**src/rtl/iafp_pkg.sv**
```systemverilog
// ----------------------------------------------------------------------------
// iafp_pkg
// Types and constants shared by the attitude frame parser.
// ----------------------------------------------------------------------------
package iafp_pkg;

  localparam int unsigned BYTE_W    = 8;
  localparam int unsigned ANGLE_W   = 22;
  localparam int unsigned RAW_W     = 16;
  localparam int unsigned PAY_DEPTH = 5;
  localparam int unsigned PAY_IDX_W = 3;
  localparam int unsigned FRAME_PAY = 6;

  localparam logic [BYTE_W-1:0] HDR_SYNC = 8'h55;
  localparam logic [BYTE_W-1:0] HDR_ID   = 8'h01;
  localparam logic [BYTE_W-1:0] HDR_LEN  = 8'h06;

  // (raw + 32768) * 45 == raw * 45 + 1474560
  localparam logic [5:0] ANGLE_SCALE = 6'd45;

  typedef enum logic [3:0] {
    PH_HDR0 = 4'd0,
    PH_HDR1 = 4'd1,
    PH_HDR2 = 4'd2,
    PH_HDR3 = 4'd3,
    PH_PAY0 = 4'd4,
    PH_PAY1 = 4'd5,
    PH_PAY2 = 4'd6,
    PH_PAY3 = 4'd7,
    PH_PAY4 = 4'd8,
    PH_LAST = 4'd9
  } phase_t;

  typedef struct packed {
    logic                           done;
    logic [FRAME_PAY-1:0][BYTE_W-1:0] payload;
  } frame_t;

endpackage

```
**src/rtl/iafp_ifs.sv**
```systemverilog
// ----------------------------------------------------------------------------
// iafp interfaces
// Byte input channel and angle result channel, valid/ready handshake.
// ----------------------------------------------------------------------------
interface iafp_byte_if;
  logic       valid;
  logic       ready;
  logic [7:0] rx_byte;

  modport source (output valid, output rx_byte, input ready);
  modport sink   (input valid, input rx_byte, output ready);
endinterface

interface iafp_angle_if;
  logic        valid;
  logic        ready;
  logic [21:0] roll_angle;
  logic [21:0] pitch_angle;
  logic [21:0] yaw_angle;

  modport source (output valid, output roll_angle, output pitch_angle,
                  output yaw_angle, input ready);
  modport sink   (input valid, input roll_angle, input pitch_angle,
                  input yaw_angle, output ready);
endinterface

```
**src/rtl/iafp_frame_fsm.sv**
```systemverilog
// ----------------------------------------------------------------------------
// iafp_frame_fsm
// Header sync and payload capture; flags a complete frame on its last byte.
// ----------------------------------------------------------------------------
module iafp_frame_fsm
  import iafp_pkg::*;
(
  input  logic              clk,
  input  logic              rst,
  input  logic              step,
  input  logic [BYTE_W-1:0] byte_in,
  output frame_t            frame
);

  phase_t                phase;
  phase_t                phase_next;
  logic [BYTE_W-1:0]     store [PAY_DEPTH];
  logic                  wr_en;
  logic [PAY_IDX_W-1:0]  wr_idx;
  logic                  frame_done;

  always_ff @(posedge clk) begin
    if (rst) begin
      phase <= PH_HDR0;
    end else if (step) begin
      phase <= phase_next;
    end
  end

  always_ff @(posedge clk) begin
    if (step && wr_en) begin
      store[wr_idx] <= byte_in;
    end
  end

  always_comb begin
    case (phase)
      PH_HDR0: phase_next = (byte_in == HDR_SYNC) ? PH_HDR1 : PH_HDR0;
      PH_HDR1: phase_next = (byte_in == HDR_SYNC) ? PH_HDR2 : PH_HDR0;
      PH_HDR2: phase_next = (byte_in == HDR_ID)   ? PH_HDR3 : PH_HDR0;
      PH_HDR3: phase_next = (byte_in == HDR_LEN)  ? PH_PAY0 : PH_HDR0;
      PH_PAY0: phase_next = PH_PAY1;
      PH_PAY1: phase_next = PH_PAY2;
      PH_PAY2: phase_next = PH_PAY3;
      PH_PAY3: phase_next = PH_PAY4;
      PH_PAY4: phase_next = PH_LAST;
      default: phase_next = PH_HDR0;
    endcase
  end

  always_comb begin
    wr_en      = 1'b0;
    wr_idx     = '0;
    frame_done = 1'b0;
    case (phase)
      PH_PAY0: begin wr_en = 1'b1; wr_idx = PAY_IDX_W'(0); end
      PH_PAY1: begin wr_en = 1'b1; wr_idx = PAY_IDX_W'(1); end
      PH_PAY2: begin wr_en = 1'b1; wr_idx = PAY_IDX_W'(2); end
      PH_PAY3: begin wr_en = 1'b1; wr_idx = PAY_IDX_W'(3); end
      PH_PAY4: begin wr_en = 1'b1; wr_idx = PAY_IDX_W'(4); end
      PH_LAST: frame_done = step;
      default: wr_en = 1'b0;
    endcase
  end

  assign frame.done       = frame_done;
  assign frame.payload[0] = store[0];
  assign frame.payload[1] = store[1];
  assign frame.payload[2] = store[2];
  assign frame.payload[3] = store[3];
  assign frame.payload[4] = store[4];
  assign frame.payload[5] = byte_in;

endmodule

```
**src/rtl/iafp_angle_out.sv**
```systemverilog
// ----------------------------------------------------------------------------
// iafp_angle_out
// Scales raw int16 angles to 1/8192 degree and holds the result transaction.
// ----------------------------------------------------------------------------
module iafp_angle_out
  import iafp_pkg::*;
(
  input  logic   clk,
  input  logic   rst,
  input  frame_t frame,
  output logic   busy,
  iafp_angle_if.source out_ch
);

  logic out_vld;

  function automatic logic [ANGLE_W-1:0] scale(input logic [BYTE_W-1:0] lo,
                                               input logic [BYTE_W-1:0] hi);
    logic [RAW_W-1:0] biased;
    biased = {~hi[7], hi[6:0], lo};
    return ANGLE_W'(biased) * ANGLE_W'(ANGLE_SCALE);
  endfunction

  always_ff @(posedge clk) begin
    if (rst) begin
      out_vld <= 1'b0;
    end else if (frame.done) begin
      out_vld <= 1'b1;
    end else if (out_ch.ready) begin
      out_vld <= 1'b0;
    end
  end

  always_ff @(posedge clk) begin
    if (frame.done) begin
      out_ch.roll_angle  <= scale(frame.payload[0], frame.payload[1]);
      out_ch.pitch_angle <= scale(frame.payload[2], frame.payload[3]);
      out_ch.yaw_angle   <= scale(frame.payload[4], frame.payload[5]);
    end
  end

  assign out_ch.valid = out_vld;
  assign busy         = out_vld && !out_ch.ready;

endmodule

```
**src/rtl/imu_attitude_frame_parser_top.sv**
```systemverilog
// ----------------------------------------------------------------------------
// imu_attitude_frame_parser_top
// Path: a frame's tenth byte reaches its result through the input register
// and then the result register. Throughput: one byte per cycle, limited only
// by the result register when a result waits to be taken.
// Reset: synchronous; parser returns to hunting the first header byte and
// both registers empty. Payload store is not cleared.
// ----------------------------------------------------------------------------
module imu_attitude_frame_parser_top
  import iafp_pkg::*;
(
  input  logic clk,
  input  logic rst,
  iafp_byte_if.sink    in_ch,
  iafp_angle_if.source out_ch
);

  logic              byte_vld;
  logic [BYTE_W-1:0] byte_q;
  logic              out_busy;
  logic              advance;
  frame_t            frame;

  assign advance     = byte_vld && !out_busy;
  assign in_ch.ready = !byte_vld || advance;

  always_ff @(posedge clk) begin
    if (rst) begin
      byte_vld <= 1'b0;
    end else if (in_ch.ready) begin
      byte_vld <= in_ch.valid;
    end
  end

  always_ff @(posedge clk) begin
    if (in_ch.ready && in_ch.valid) begin
      byte_q <= in_ch.rx_byte;
    end
  end

  iafp_frame_fsm u_fsm (
    .clk     (clk),
    .rst     (rst),
    .step    (advance),
    .byte_in (byte_q),
    .frame   (frame)
  );

  iafp_angle_out u_out (
    .clk    (clk),
    .rst    (rst),
    .frame  (frame),
    .busy   (out_busy),
    .out_ch (out_ch)
  );

endmodule
```
**src/flat_wrapper.sv**
```systemverilog
// flat-port wrapper written by rule: the top's interface ports become plain ports
module imu_attitude_frame_parser_top_flat import iafp_pkg::*;
  (clk, rst, in_ch_valid, in_ch_rx_byte, in_ch_ready, out_ch_valid, out_ch_roll_angle, out_ch_pitch_angle, out_ch_yaw_angle, out_ch_ready);
  iafp_byte_if in_ch_i ();
  iafp_angle_if out_ch_i ();
  input  logic clk;
  input  logic rst;
  input wire logic [$bits(in_ch_i.valid)-1:0] in_ch_valid;
  input wire logic [$bits(in_ch_i.rx_byte)-1:0] in_ch_rx_byte;
  output wire logic [$bits(in_ch_i.ready)-1:0] in_ch_ready;
  output wire logic [$bits(out_ch_i.valid)-1:0] out_ch_valid;
  output wire logic [$bits(out_ch_i.roll_angle)-1:0] out_ch_roll_angle;
  output wire logic [$bits(out_ch_i.pitch_angle)-1:0] out_ch_pitch_angle;
  output wire logic [$bits(out_ch_i.yaw_angle)-1:0] out_ch_yaw_angle;
  input wire logic [$bits(out_ch_i.ready)-1:0] out_ch_ready;
  assign in_ch_i.valid = in_ch_valid;
  assign in_ch_i.rx_byte = in_ch_rx_byte;
  assign in_ch_ready = in_ch_i.ready;
  assign out_ch_valid = out_ch_i.valid;
  assign out_ch_roll_angle = out_ch_i.roll_angle;
  assign out_ch_pitch_angle = out_ch_i.pitch_angle;
  assign out_ch_yaw_angle = out_ch_i.yaw_angle;
  assign out_ch_i.ready = out_ch_ready;
  imu_attitude_frame_parser_top u_core (.clk(clk), .rst(rst), .in_ch(in_ch_i), .out_ch(out_ch_i));
endmodule
```
**config.mk**
```make
export PLATFORM = sky130hd
export DESIGN_NAME = imu_attitude_frame_parser_top_flat
export DESIGN_NICKNAME = d
export VERILOG_FILES = /design/src/rtl/iafp_pkg.sv /design/src/rtl/iafp_ifs.sv /design/src/rtl/iafp_frame_fsm.sv /design/src/rtl/iafp_angle_out.sv /design/src/rtl/imu_attitude_frame_parser_top.sv /design/src/flat_wrapper.sv
export SDC_FILE = /design/constraint.sdc
export NUM_CORES = 1
export LEC_CHECK = 0
export BUFFER_PORTS_ARGS = -buffer_cell sky130_fd_sc_hd__buf_2
export CORE_MARGIN = 10
export CORE_UTILIZATION = 50
export CTS_BUF_LIST = sky130_fd_sc_hd__clkbuf_8 sky130_fd_sc_hd__clkbuf_16
export CTS_CLUSTER_SIZE = 12
export DETAILED_ROUTE_END_ITERATION = 6
export PLACE_DENSITY = 0.76
export SYNTH_ARGS = -nofsm -noshare
export SYNTH_HDL_FRONTEND = slang
export SYNTH_SLANG_ARGS = --single-unit
```
**constraint.sdc**
```tcl
create_clock -name clk -period 6.73 [get_ports clk]
set_input_delay 0.673 -clock clk [delete_from_list [all_inputs] [get_ports clk]]
set_output_delay 0.673 -clock clk [all_outputs]
set_load 0.005 [all_outputs]
```
==> impl_results.md, run 1 <==
- Status: completed
- Post-route clock skew: 8.29 ps
- Gr usage total: 0.156
- PwrDens: 211 mW/mm^2
- Seq pwr share: 0.380
- Number of distinct library cells after synthesis: 58
- Hold Buf Count CTS: 0
- Vias/cell: between 5 and 6
- Port Buffers: between 70 and 80
- Critical path data required time: ~6900 ps
- Number of global-route vias before repair: roughly 6500
- Final net count: ~1200
- Post-DP HPWL: between 10000 and 15000 um
- Wirelength, routed: 18100 um
- CTS root buf: clkbuf_16
- CP endpoint kind: flip-flop
- Yosys reg bits: 120
- Depth of the CTS H-tree: 4
- Die width: 157 um
- Sequential cell area fraction in the yosys report: 0.376
- DP Area: 0.0101 mm^2
- Slew @ Worst Pin: 1150 ps
- Crit-path cells: ha_1 -> ha_1 -> inv_1 -> fa_1 -> inv_1 -> ha_1 -> fa_1 -> a21o_1 -> a21oi_1 -> o21ai_1 -> a41oi_1 -> o21ai_0 -> xor2_1
- Post-synth EDFFs: 114
- Pre-antenna DRT Iters: 4
- Int Power: 0.00162 W
- Final Non-Filler Cells: ~1200
- Routed Antenna Nets: 0
- Clock Path Buffers: 2
- CTS resizes: 0
- Worst min-delay path category: primary input to flip-flop
- Placed Cells: 1157
- Tcrit/Tclk final: 0.567
- Most common flop cell mapped by yosys: edfxtp_1
- Synth Net Count: 1060
- Clock network power share: 0.425
- Post-synth top area share: 0.363
- Pleak: 5.01 nW
- RSZ-0062 raised after global routing: no
- Area Growth Syn to Fin: 13.7%
- DRC violations left: 0
- # rows: 50
- CP startpoint kind: flip-flop
- FMAX: 262 MHz
- Combinational share of power: 0.195
- Final RePlAce weighted congestion: 0.866
- Synthesized cell area: around 0.0094 mm^2
- Max VDD drop: 0.243 mV
- Synth area leaders: edfxtp_1 (36%), ha_1 (18%), fa_1 (13%)
- ANT cells: 0
- Core area: 0.0186 mm^2
- Async S/R FF share, synth: 0
- Die footprint: 0.0247 mm^2
- Num CTS Buffers: 17
- Largest net degree at the start of global routing: 67
- Crit path kind: flip-flop to flip-flop
- Slew headroom: 0.230
- Wire length of the first global-routing pass: 31000 um
- Slew Limit Fails: 0
- Clock slew at reported path FFs: 60 ps
- CTS tree: yes
- Share of layout cells above drive strength 1: 0.134
- Sink Count: 120
- Fin area: 0.0107 mm^2
- Total Neg Setup Slack: 0 ps
- Wire per inst: 15.2 um
- Switch share: 0.281
- Worst-Skew Late Latency: 420 ps
- Worst path buffer plus inverter count: 2
- Initial DRC Count: ~240
- Critical path's largest stage delay: approximately 500 ps
- Critical path peak fanout: 3
- Worst path arrival time: 3980 ps
- R2R Setup Slk: 2910 ps
- Initial core utilization: 0.505
- Design Power: 0.00226 W
- WHS: 426 ps
- Max-cap violation count: 0
- # IOs: 80
- Initial antenna violation count: 1
- Most frequent cells in the layout: inv_1 (182), ha_1 (139), edfxtp_1 (114), buf_2 (79), fa_1 (60)
- Min cycle time layout: 3820 ps
- Finish-stage setup viols: 0
- Via count: between 6000 and 7000
- Synth area leader: edfxtp_1
- Slowest CP cell: fa_1
- Mean Syn Cell Area: around 11 um^2
- Die H: 157 um
- Mapped Cells: 849
- Largest delay contributor family on the critical path: adder cells
- Hold Violations, Final: 0
- Most common cell after layout, fill and taps aside: inv_1
- P_sw: 0.000635 W
- YS warnings: 0
- GRT overflow: 0
- Setup Fix Bufs, Post-CTS: 0
- Crit path top cell by count: ha_1
[flip-flops by register name, indices dropped and copies added, names as in the netlist]
register	cells
u_core.u_fsm.store	40
u_core.u_out.out_ch.yaw_angle	22
u_core.byte_q	8
u_core.u_out.out_ch.valid	1
u_core.u_out.out_ch.pitch_angle	22
u_core.byte_vld	1
u_core.u_fsm.phase	4
u_core.u_out.out_ch.roll_angle	22
[metal layers]
metal	wire length [um]	track usage
met5	0	0
met1	8030	0.189
met3	864	0.0439
met4	349	0.0521
met2	8820	0.261
[synth_stat cells (all sizes together), types with 5 or more instances]
library cell    n
inv           182
ha            139
edfxtp        114
fa             60
a21oi          58
xnor2          45
nor2           33
nand2          32
o21ai          26
xor2           22
a21o           20
nor3           11
nand4           8
nand2b          7
a211oi          6
dfxtp           6
a31oi           5
clkbuf          5
nand3           5
o211ai          5
o21bai          5
[area by class of cell]
cell class,instances,area [um^2]
Tap cell,234,293
Timing Repair Buffer,81,410
Clock buffer,17,425
Sequential cell,120,3540
Inverter,182,683
Multi-Input combinational cell,540,5160
Fill cell,1581,7930
Clock inverter,15,193
[power by group through the flow]
stage	Sequential (W)	Clock, W	Combinational [W]
finish	0.000856	0.000959	0.000440
global route	0.000857	0.00102	0.000497
CTS	0.000856	0.000979	0.000440
detailed placement	0.000872	0	0.000436
global placement	0.000872	0	0.000423
floorplan	0.000865	0	0.000348
[per-stage QoR]
step           worst slack [ps]  utilization
3_3_place_gp               3020        0.541
6_report                   2910        0.574
3_5_place_dp               2920        0.541
5_1_grt                    2650        0.574
2_1_floorplan              3210            -
4_1_cts                    2900        0.574
[path summary, 6_finish.rpt]
| kind | from | endpoint | cells after the start |
|---|---|---|---|
| max reg2reg | u_core.u_fsm.store[4][2] | u_core.u_out.out_ch.yaw_angle[18] | 13 |
| min | in_ch_rx_byte[0] | u_core.byte_q[0] | 1 |
| min reg2reg | u_core.u_fsm.store[4][0] | u_core.u_out.out_ch.yaw_angle[0] | 0 |
| max | u_core.u_fsm.store[4][2] | u_core.u_out.out_ch.yaw_angle[18] | 13 |
[cell families after synthesis]
kind of cell             synth area share
multiplexers                      0.00106
AND/OR/NAND/NOR                    0.0671
XOR/XNOR                           0.0623
adder cells (fa/ha/maj)             0.312
AO/OA/AOI/OAI                       0.105
flip-flops                          0.376
buffers and inverters              0.0758
Note: power is estimated with default switching activity, not from simulation.
==> inputs of run 2 (changes only) <==
--- a/config.mk
+++ b/config.mk
@@ -11,7 +11,7 @@
 export CTS_BUF_LIST = sky130_fd_sc_hd__clkbuf_8 sky130_fd_sc_hd__clkbuf_16
 export CTS_CLUSTER_SIZE = 12
 export DETAILED_ROUTE_END_ITERATION = 6
-export PLACE_DENSITY = 0.76
+export PLACE_DENSITY = 0.78
 export SYNTH_ARGS = -nofsm -noshare
 export SYNTH_HDL_FRONTEND = slang
 export SYNTH_SLANG_ARGS = --single-unit
==> constraint.sdc (replaced) <==
create_clock -name clk -period 3.21 [get_ports clk]
set_input_delay 0.321 -clock clk [delete_from_list [all_inputs] [get_ports clk]]
set_output_delay 0.321 -clock clk [all_outputs]
set_load 0.005 [all_outputs]
==> run 2 against run 1 <==
The run now ends with negative setup slack left. Maximum frequency grew 5.4%. Highest routed layer unchanged. Clock skew rose by 1.4 ps. Critical endpoint is now u_core.u_out.out_ch.roll_angle[15]. Register-to-register slack got worse by 3300 ps. Largest power group unchanged. Wire length up 41%. Utilization is 15 points higher. Critical path type unchanged. Clock power up 130%. First-iteration DRC count increased by 60%. Largest cell class unchanged.
==> impl_results.md, run 2 (synthesized netlist as in run 1, its figures left out) <==
- CP endpoint kind: flip-flop
- Min cycle time layout: 3620 ps (-197 ps)
- Hold Path Origin: in_ch_rx_byte[4]
- Vias/cell: 5.42 (+4.1%)
- CTS tree: yes
- Finish-stage setup viols: 32 (+32)
- Critical path data required time: 3400 ps (-3500 ps)
- GRT overflow: 0 (unchanged)
- Via count: 7366 (+19%)
- Most frequent cells in the layout: inv_1 (155), buf_4 (154), edfxtp_1 (114), buf_2 (79), ha_1 (69)
- Critical path's largest stage delay: 540 ps (+40 ps)
- Slew Limit Fails: 0 (unchanged)
- Most common cell after layout, fill and taps aside: inv_1
- Critical path peak fanout: 3 (unchanged)
- # IOs: 80 (unchanged)
- Post-route setup slack: -412 ps (-3320 ps)
- R2r startpoint: u_core.u_fsm.store[0][2]
- Wire length of the first global-routing pass: 39100 um (+26%)
- Final net count: 1323 (+15%)
- Clock slew at reported path FFs: 60 ps (about the same)
- Design Power: 0.00547 W (+140%)
- Initial DRC Count: 390 (+60%)
- Wire per inst: 18.7 um (+23%)
- Max reg flops: 40 (unchanged)
- Pre-antenna DRT Iters: 5 (+1)
- Post-DP HPWL: 15600 um (+15%)
- Hold Violations, Final: 0 (unchanged)
- Failing checks: negative setup slack
- Critical path origin: u_core.u_fsm.store[0][2]
- Wirelength, routed: 25400 um (+41%)
- DP Area: 0.0115 mm^2 (+14%)
- PwrDens: 406 mW/mm^2 (+93%)
- Die H: 157 um (unchanged)
- Clock Path Buffers: 2 (unchanged)
- Area Growth Syn to Fin: 43.0%
- RSZ-0062 raised after global routing: yes
- CTS root buf: clkbuf_16
- Final RePlAce weighted congestion: 0.860 (-0.69%)
- Slew @ Worst Pin: 719 ps (-428 ps)
- CP startpoint kind: flip-flop
- Fillers: 1122 (-29%)
- Core area: 0.0186 mm^2 (unchanged)
- Sink Count: 120 (unchanged)
- Post-route clock skew: 9.72 ps (+1.43 ps)
- Max VDD drop: 0.541 mV (+120%)
- Crit-path cells: buf_4 -> ha_4 -> fa_1 -> inv_2 -> fa_1 -> inv_2 -> ha_4 -> o21ai_2 -> o211ai_1 -> a311oi_2 -> o31ai_1 -> a21oi_1 -> xnor2_1
- Biggest register: u_core.u_fsm.store
- Slew headroom: 0.519 (+0.289)
- Die footprint: 0.0247 mm^2 (unchanged)
- Worst path arrival time: 3810 ps (-170 ps)
- DRC violations left: 0 (unchanged)
- # rows: 50 (unchanged)
- Worst-Skew Late Latency: 430 ps (about the same)
- Total Neg Setup Slack: -6350 ps (-6350 ps)
- Die width: 157 um (unchanged)
- Gr usage total: 0.199 (+0.0431)
- Initial core utilization: 0.505 (unchanged)
- Hold Buf Count CTS: 0 (unchanged)
- Worst min-delay path category: primary input to flip-flop
- Depth of the CTS H-tree: 4 (unchanged)
- Pleak: 6.01 nW (+20%)
- FMAX: 276 MHz (+5.4%)
- Share of layout cells above drive strength 1: 0.419 (+0.285)
- Fin area: 0.0135 mm^2 (+26%)
- Status: finished with violations
- Tcrit/Tclk final: 1.13 (+0.561)
- Number of global-route vias before repair: 7918 (+22%)
- Max-cap violation count: 0 (unchanged)
- Num CTS Buffers: 17 (unchanged)
- Routed Antenna Nets: 0 (unchanged)
- Initial antenna violation count: 0 (-1)
- ANT cells: 0 (unchanged)
- Slowest CP cell: fa_1
- Largest net degree at the start of global routing: 34 (-49%)
- Crit path kind: flip-flop to flip-flop
- Port Buffers: 79 (unchanged)
==> run 2: changes by cell type in the layout (fill, tap and decap cells not counted), sizes merged <==
cell / delta
inv: -3
clkinvlp: +1
bufinv: +2
buf: +170
==> run 2: final cells by class <==
type / count / area (um^2) / share of cell area
Clock inverter: 15 / 228 / 0.0169
Sequential cell: 120 / 3540 / 0.263
Timing Repair Buffer: 251 / 1750 / 0.130
Multi-Input combinational cell: 540 / 6540 / 0.486
Clock buffer: 17 / 425 / 0.0316
Inverter: 182 / 683 / 0.0507
Tap cell: 234 / 293 / 0.0217
==> run 2: repair_timing <==
| action | 4_1_cts | 5_1_grt |
|---|---|---|
| endpoints found under the setup margin | 33 | 35 |
| pin swaps | 78 | 68 |
| setup buffers | 21 | 17 |
| resized for setup | 100 | 79 |
==> run 2: path summary, 6_finish.rpt <==
kind / cells after the start / to / slack, ps
setup / recovery: 13 / u_core.u_out.out_ch.roll_angle[15] / -410
setup reg to reg: 13 / u_core.u_out.out_ch.roll_angle[15] / -410
hold / removal: 1 / u_core.byte_q[4] / 60
hold reg to reg: 2 / u_core.byte_vld / 590
==> run 2: metrics by stage <==
| stage | utilization | worst slack (ps) | hold WS, ps | cells |
|---|---|---|---|---|
| after floorplan | - | -99.0 | 390 | 849 |
| after global placement | 0.617 | -250 | 499 | 1294 |
| after detailed placement | 0.617 | -335 | 499 | 1294 |
| after CTS | 0.696 | -257 | 57.5 | 1346 |
| after global routing | 0.723 | -530 | 58.8 | 1359 |
| final | 0.723 | -412 | 60.3 | 1359 |
==> run 2: where the power goes <==
part / switching [W] / internal (W)
clock: 0.000790 / 0.00138
combinational: 0.000762 / 0.000749
sequential: 0.0000135 / 0.00177
total: 0.00157 / 0.00390
==> run 2: worst max-delay path: cells and delay by family, from the launching register on <==
family / cells / cell delay [ps]
adders and majority gates: 4 / 1480
AOI/OAI and AO/OA: 5 / 1000
DFF: 1 / 460
buffers and inverters: 3 / 300
xor gates and xnor gates: 1 / 130
==> run 2: per-layer routing <==
metal  GRT usage  part of all wire  up-vias
met3      0.0412             0.045       73
met4      0.0877             0.033        0
li1            -                 -     3434
met5           0                 0        -
met1       0.216              0.38     3631
met2       0.364              0.54      228
==> inputs of run 3 (changes only) <==
--- a/config.mk
+++ b/config.mk
@@ -14,4 +14,5 @@
 export PLACE_DENSITY = 0.78
 export SYNTH_ARGS = -nofsm -noshare
 export SYNTH_HDL_FRONTEND = slang
+export SYNTH_HIERARCHICAL = 1
 export SYNTH_SLANG_ARGS = --single-unit
==> run 3 against run 2 <==
The run still ends with negative setup slack left. Via count increased by 7.9%. Design area increased by 3.9%. Synthesized cell count increased by 2.4%. Cell count increased by 3.5%. Non-clock buffer count increased by 40. Wire length increased by 14%. Clock power decreased by 9%. Hold slack improved by 6.7 ps.
==> impl_results.md, run 3 <==
- Failing checks: negative setup slack
- Critical path origin: u_core/u_fsm/store[2][7]
- Slew Limit Fails: 0 (unchanged)
- Largest delay contributor family on the critical path: adder cells
- Core Util, Final: 0.746 (+0.0232)
- Top post-synthesis cells by count: inv_1 (177), ha_1 (139), edfxtp_1 (114), a21oi_1 (65), fa_1 (60)
- Design Power: 0.00542 W (-0.84%)
- Pleak: 6.20 nW (+3.2%)
- Die width: 158 um (+0.62%)
- Number of distinct library cells after synthesis: 65 (+12%)
- CTS root buf: clkbuf_16
- Max reg flops: 40 (unchanged)
- Worst path arrival time: 3880 ps (+70 ps)
- Clock Path Buffers: 2 (unchanged)
- Mapped Cells: 869 (+2.4%)
- Yosys reg bits: 120 (unchanged)
- Largest net degree at the start of global routing: 68 (+100%)
- Slew headroom: 0.407 (-0.112)
- Crit-path cells: ha_4 -> fa_1 -> inv_2 -> fa_1 -> inv_2 -> ha_4 -> a21oi_4 -> nor2b_4 -> a2111oi_4 -> nand3b_1 -> a311o_1 -> xor2_1
- Post-route clock skew: 15.4 ps (+5.64 ps)
- Mean Syn Cell Area: 11.0 um^2 (-0.91%)
- Fillers: 1104 (-1.6%)
- Final RePlAce weighted congestion: 0.866 (+0.71%)
- Number of global-route vias before repair: 8332 (+5.2%)
- R2R Setup Slk: -500 ps (-90 ps)
- Worst Hold Depth: 1 (unchanged)
- Tcrit/Tclk final: 1.16 (+0.0282)
- Initial core utilization: 0.509 (+0.00376)
- Port Buffers: 79 (unchanged)
- Post-DP HPWL: 16700 um (+6.6%)
- Critical path peak fanout: 2 (-1)
- Pre-CTS setup slack: -467 ps (-132 ps)
- Wirelength, routed: 28900 um (+14%)
- Slowest CP cell: fa_1
- Die footprint: 0.0250 mm^2 (+1.2%)
- PwrDens: 387 mW/mm^2 (-4.6%)
- # IOs: 80 (unchanged)
- Post-route setup slack: -502 ps (-90.4 ps)
- Slew @ Worst Pin: 887 ps (+168 ps)
- Vias/cell: 5.65 (+4.2%)
- Wire length of the first global-routing pass: 41100 um (+5.2%)
- R2r startpoint: u_core/u_fsm/store[2][7]
- Met2 Usage GRT: 0.363 (-0.000457)
- Crit path kind: flip-flop to flip-flop
- Gr usage total: 0.208 (+0.00938)
- M3 GR Usage: 0.0431 (+0.00194)
- Pre-antenna DRT Iters: 5 (unchanged)
- Post-synth EDFFs: 114 (unchanged)
- CP endpoint kind: flip-flop
- Synth Net Count: 1080 (+1.9%)
- Final Non-Filler Cells: 1407 (+3.5%)
- Worst setup path end: u_core/u_out/out_ch.pitch_angle[21]
- DRC violations left: 0 (unchanged)
- Core area: 0.0188 mm^2 (+0.67%)
- Via count: 7947 (+7.9%)
- Depth of the CTS H-tree: 4 (unchanged)
- Finish-stage setup viols: 34 (+6.3%)
- RSZ-0062 raised after global routing: yes
- Worst path depth: 12 (-1)
- YS warnings: 6 (+6)
- Busiest grt layer: met2
- Top-count cell post-synth: inv_1
- Initial antenna violation count: 0 (unchanged)
- FMAX: 269 MHz (-2.4%)
- Worst min-delay path category: primary input to flip-flop
- Met1 Usage GRT: 0.235 (+0.0188)
- CTS tree: yes
- Biggest register: u_core/u_fsm/store
- Area Growth Syn to Fin: 46.5%
- Reg2Reg Depth: 12 (-1)
- Hold Buf Count CTS: 0 (unchanged)
- Worst path buffer plus inverter count: 2 (-1)
- Min cycle time layout: 3710 ps (+90.4 ps)
- CP startpoint kind: flip-flop
- Critical path data required time: 3380 ps (-20 ps)
- Final net count: 1371 (+3.6%)
- Hold Violations, Final: 0 (unchanged)
- Placed Cells: 1340 (+3.6%)
- Sink Count: 120 (unchanged)
- Synth area leader: edfxtp_1
- Die H: 158 um (+0.62%)
- Share of layout cells above drive strength 1: 0.464 (+0.0451)
- Most frequent cells in the layout: buf_4 (182), inv_1 (148), edfxtp_1 (114), buf_2 (79)
- Max VDD drop: 0.583 mV (+7.7%)
- Initial DRC Count: 553 (+42%)
- Most common flop cell mapped by yosys: edfxtp_1
- Worst flop-to-flop path endpoint: u_core/u_out/out_ch.pitch_angle[21]
- Async S/R FF share, synth: 0 (unchanged)
- ANT cells: 0 (unchanged)
- # rows: 50 (unchanged)
- Status: finished with violations
- Max-cap violation count: 0 (unchanged)
- GRT overflow: 0 (unchanged)
- Critical path's largest stage delay: 540 ps (about the same)
- WHS: 67.0 ps (+6.67 ps)
- Num CTS Buffers: 17 (unchanged)
- Clock slew at reported path FFs: 60 ps (about the same)
- Worst-Skew Late Latency: 430 ps (about the same)
- Post-synth top area share: 0.358 (-0.00509)
- Synth area leaders: edfxtp_1 (36%), ha_1 (18%), fa_1 (13%)
- Synthesized cell area: 0.00955 mm^2 (+1.4%)
- Wire per inst: 20.6 um (+10%)
- Sequential cell area fraction in the yosys report: 0.371 (-0.00527)
- Routed Antenna Nets: 0 (unchanged)
- Most common cell after layout, fill and taps aside: buf_4
run 3: cell types whose count changed in the layout (fill, tap and decap cells not counted), moves of 4 or more:
cell	change
buf_4	+28
buf_6	+10
nand3_1	+8
nor2_1	-8
inv_1	-7
xnor2_1	-7
a21oi_4	+6
o21a_1	+6
a21o_1	-5
nand2_1	-4
nand2_2	+4
nand4_1	-4
nor2_4	+4
run 3: repair_timing:
action	in CTS	in global routing
pin swaps	57	74
gates cloned	0	0
gates resized for setup	123	92
setup endpoints to repair	33	38
buffers inserted	20	20
run 3: worst min-delay path by stage:
| stage | slack [ps] | end | startpoint |
|---|---|---|---|
| global placement | 480 | u_core/byte_vld | u_core/byte_vld |
| floorplan | 390 | u_core/u_fsm/phase[2] | rst |
| CTS | 60 | u_core/byte_q[3] | in_ch_rx_byte[3] |
| finish | 70 | u_core/byte_q[3] | in_ch_rx_byte[3] |
| detailed placement | 490 | u_core/byte_vld | u_core/byte_vld |
| global route | 60 | u_core/byte_q[5] | in_ch_rx_byte[5] |
run 3: worst register-to-register path: stages, from the launching register on:
cell	delay, ps
edfxtp_1	530
ha_4	330
fa_1	530
inv_2	40
fa_1	540
inv_2	60
ha_4	170
a21oi_4	160
nor2b_4	80
a2111oi_4	380
nand3b_1	140
a311o_1	350
xor2_1	140
run 3: cell families (layout without fill, tap and decap cells):
| kind of cell | count (synthesis) | after routing | share of synthesized area |
|---|---|---|---|
| AO/OA/AOI/OAI | 161 | 161 | 0.110 |
| XOR/XNOR | 63 | 63 | 0.0578 |
| adder cells (fa/ha/maj) | 199 | 199 | 0.308 |
| buffers and inverters | 196 | 500 | 0.0808 |
| flip-flops | 120 | 120 | 0.371 |
| AND/OR/NAND/NOR | 130 | 130 | 0.0729 |
run 3: layout make-up:
| type | instances | area (um^2) | area share |
|---|---|---|---|
| clock inverters | 14 | 159 | 0.0114 |
| flip-flops and latches | 120 | 3540 | 0.253 |
| multi-input cells | 553 | 6780 | 0.484 |
| repair buffers | 291 | 2120 | 0.151 |
| inverters | 177 | 667 | 0.0476 |
| well taps | 234 | 293 | 0.0209 |
| clock buffers | 18 | 439 | 0.0314 |
run 3: metal layers:
| metal | share of wire | vias up |
|---|---|---|
| li1 | - | 3570 |
| met1 | 0.38 | 3879 |
| met2 | 0.51 | 378 |
| met3 | 0.061 | 120 |
| met4 | 0.050 | 0 |
| met5 | 0 | - |
run 3: report_power, final:
part | switching [W] | internal, W
registers | 0.0000166 | 0.00177
logic | 0.000802 | 0.000853
clock network | 0.000747 | 0.00123
run 3: through the flow:
step / cell area, um^2 / setup TNS, ps
after global routing: 14000 / -11340
after global placement: 12000 / -4910
final: 14000 / -8740
after floorplan: 10100 / -1290
after detailed placement: 12000 / -6860
after CTS: 13500 / -4320
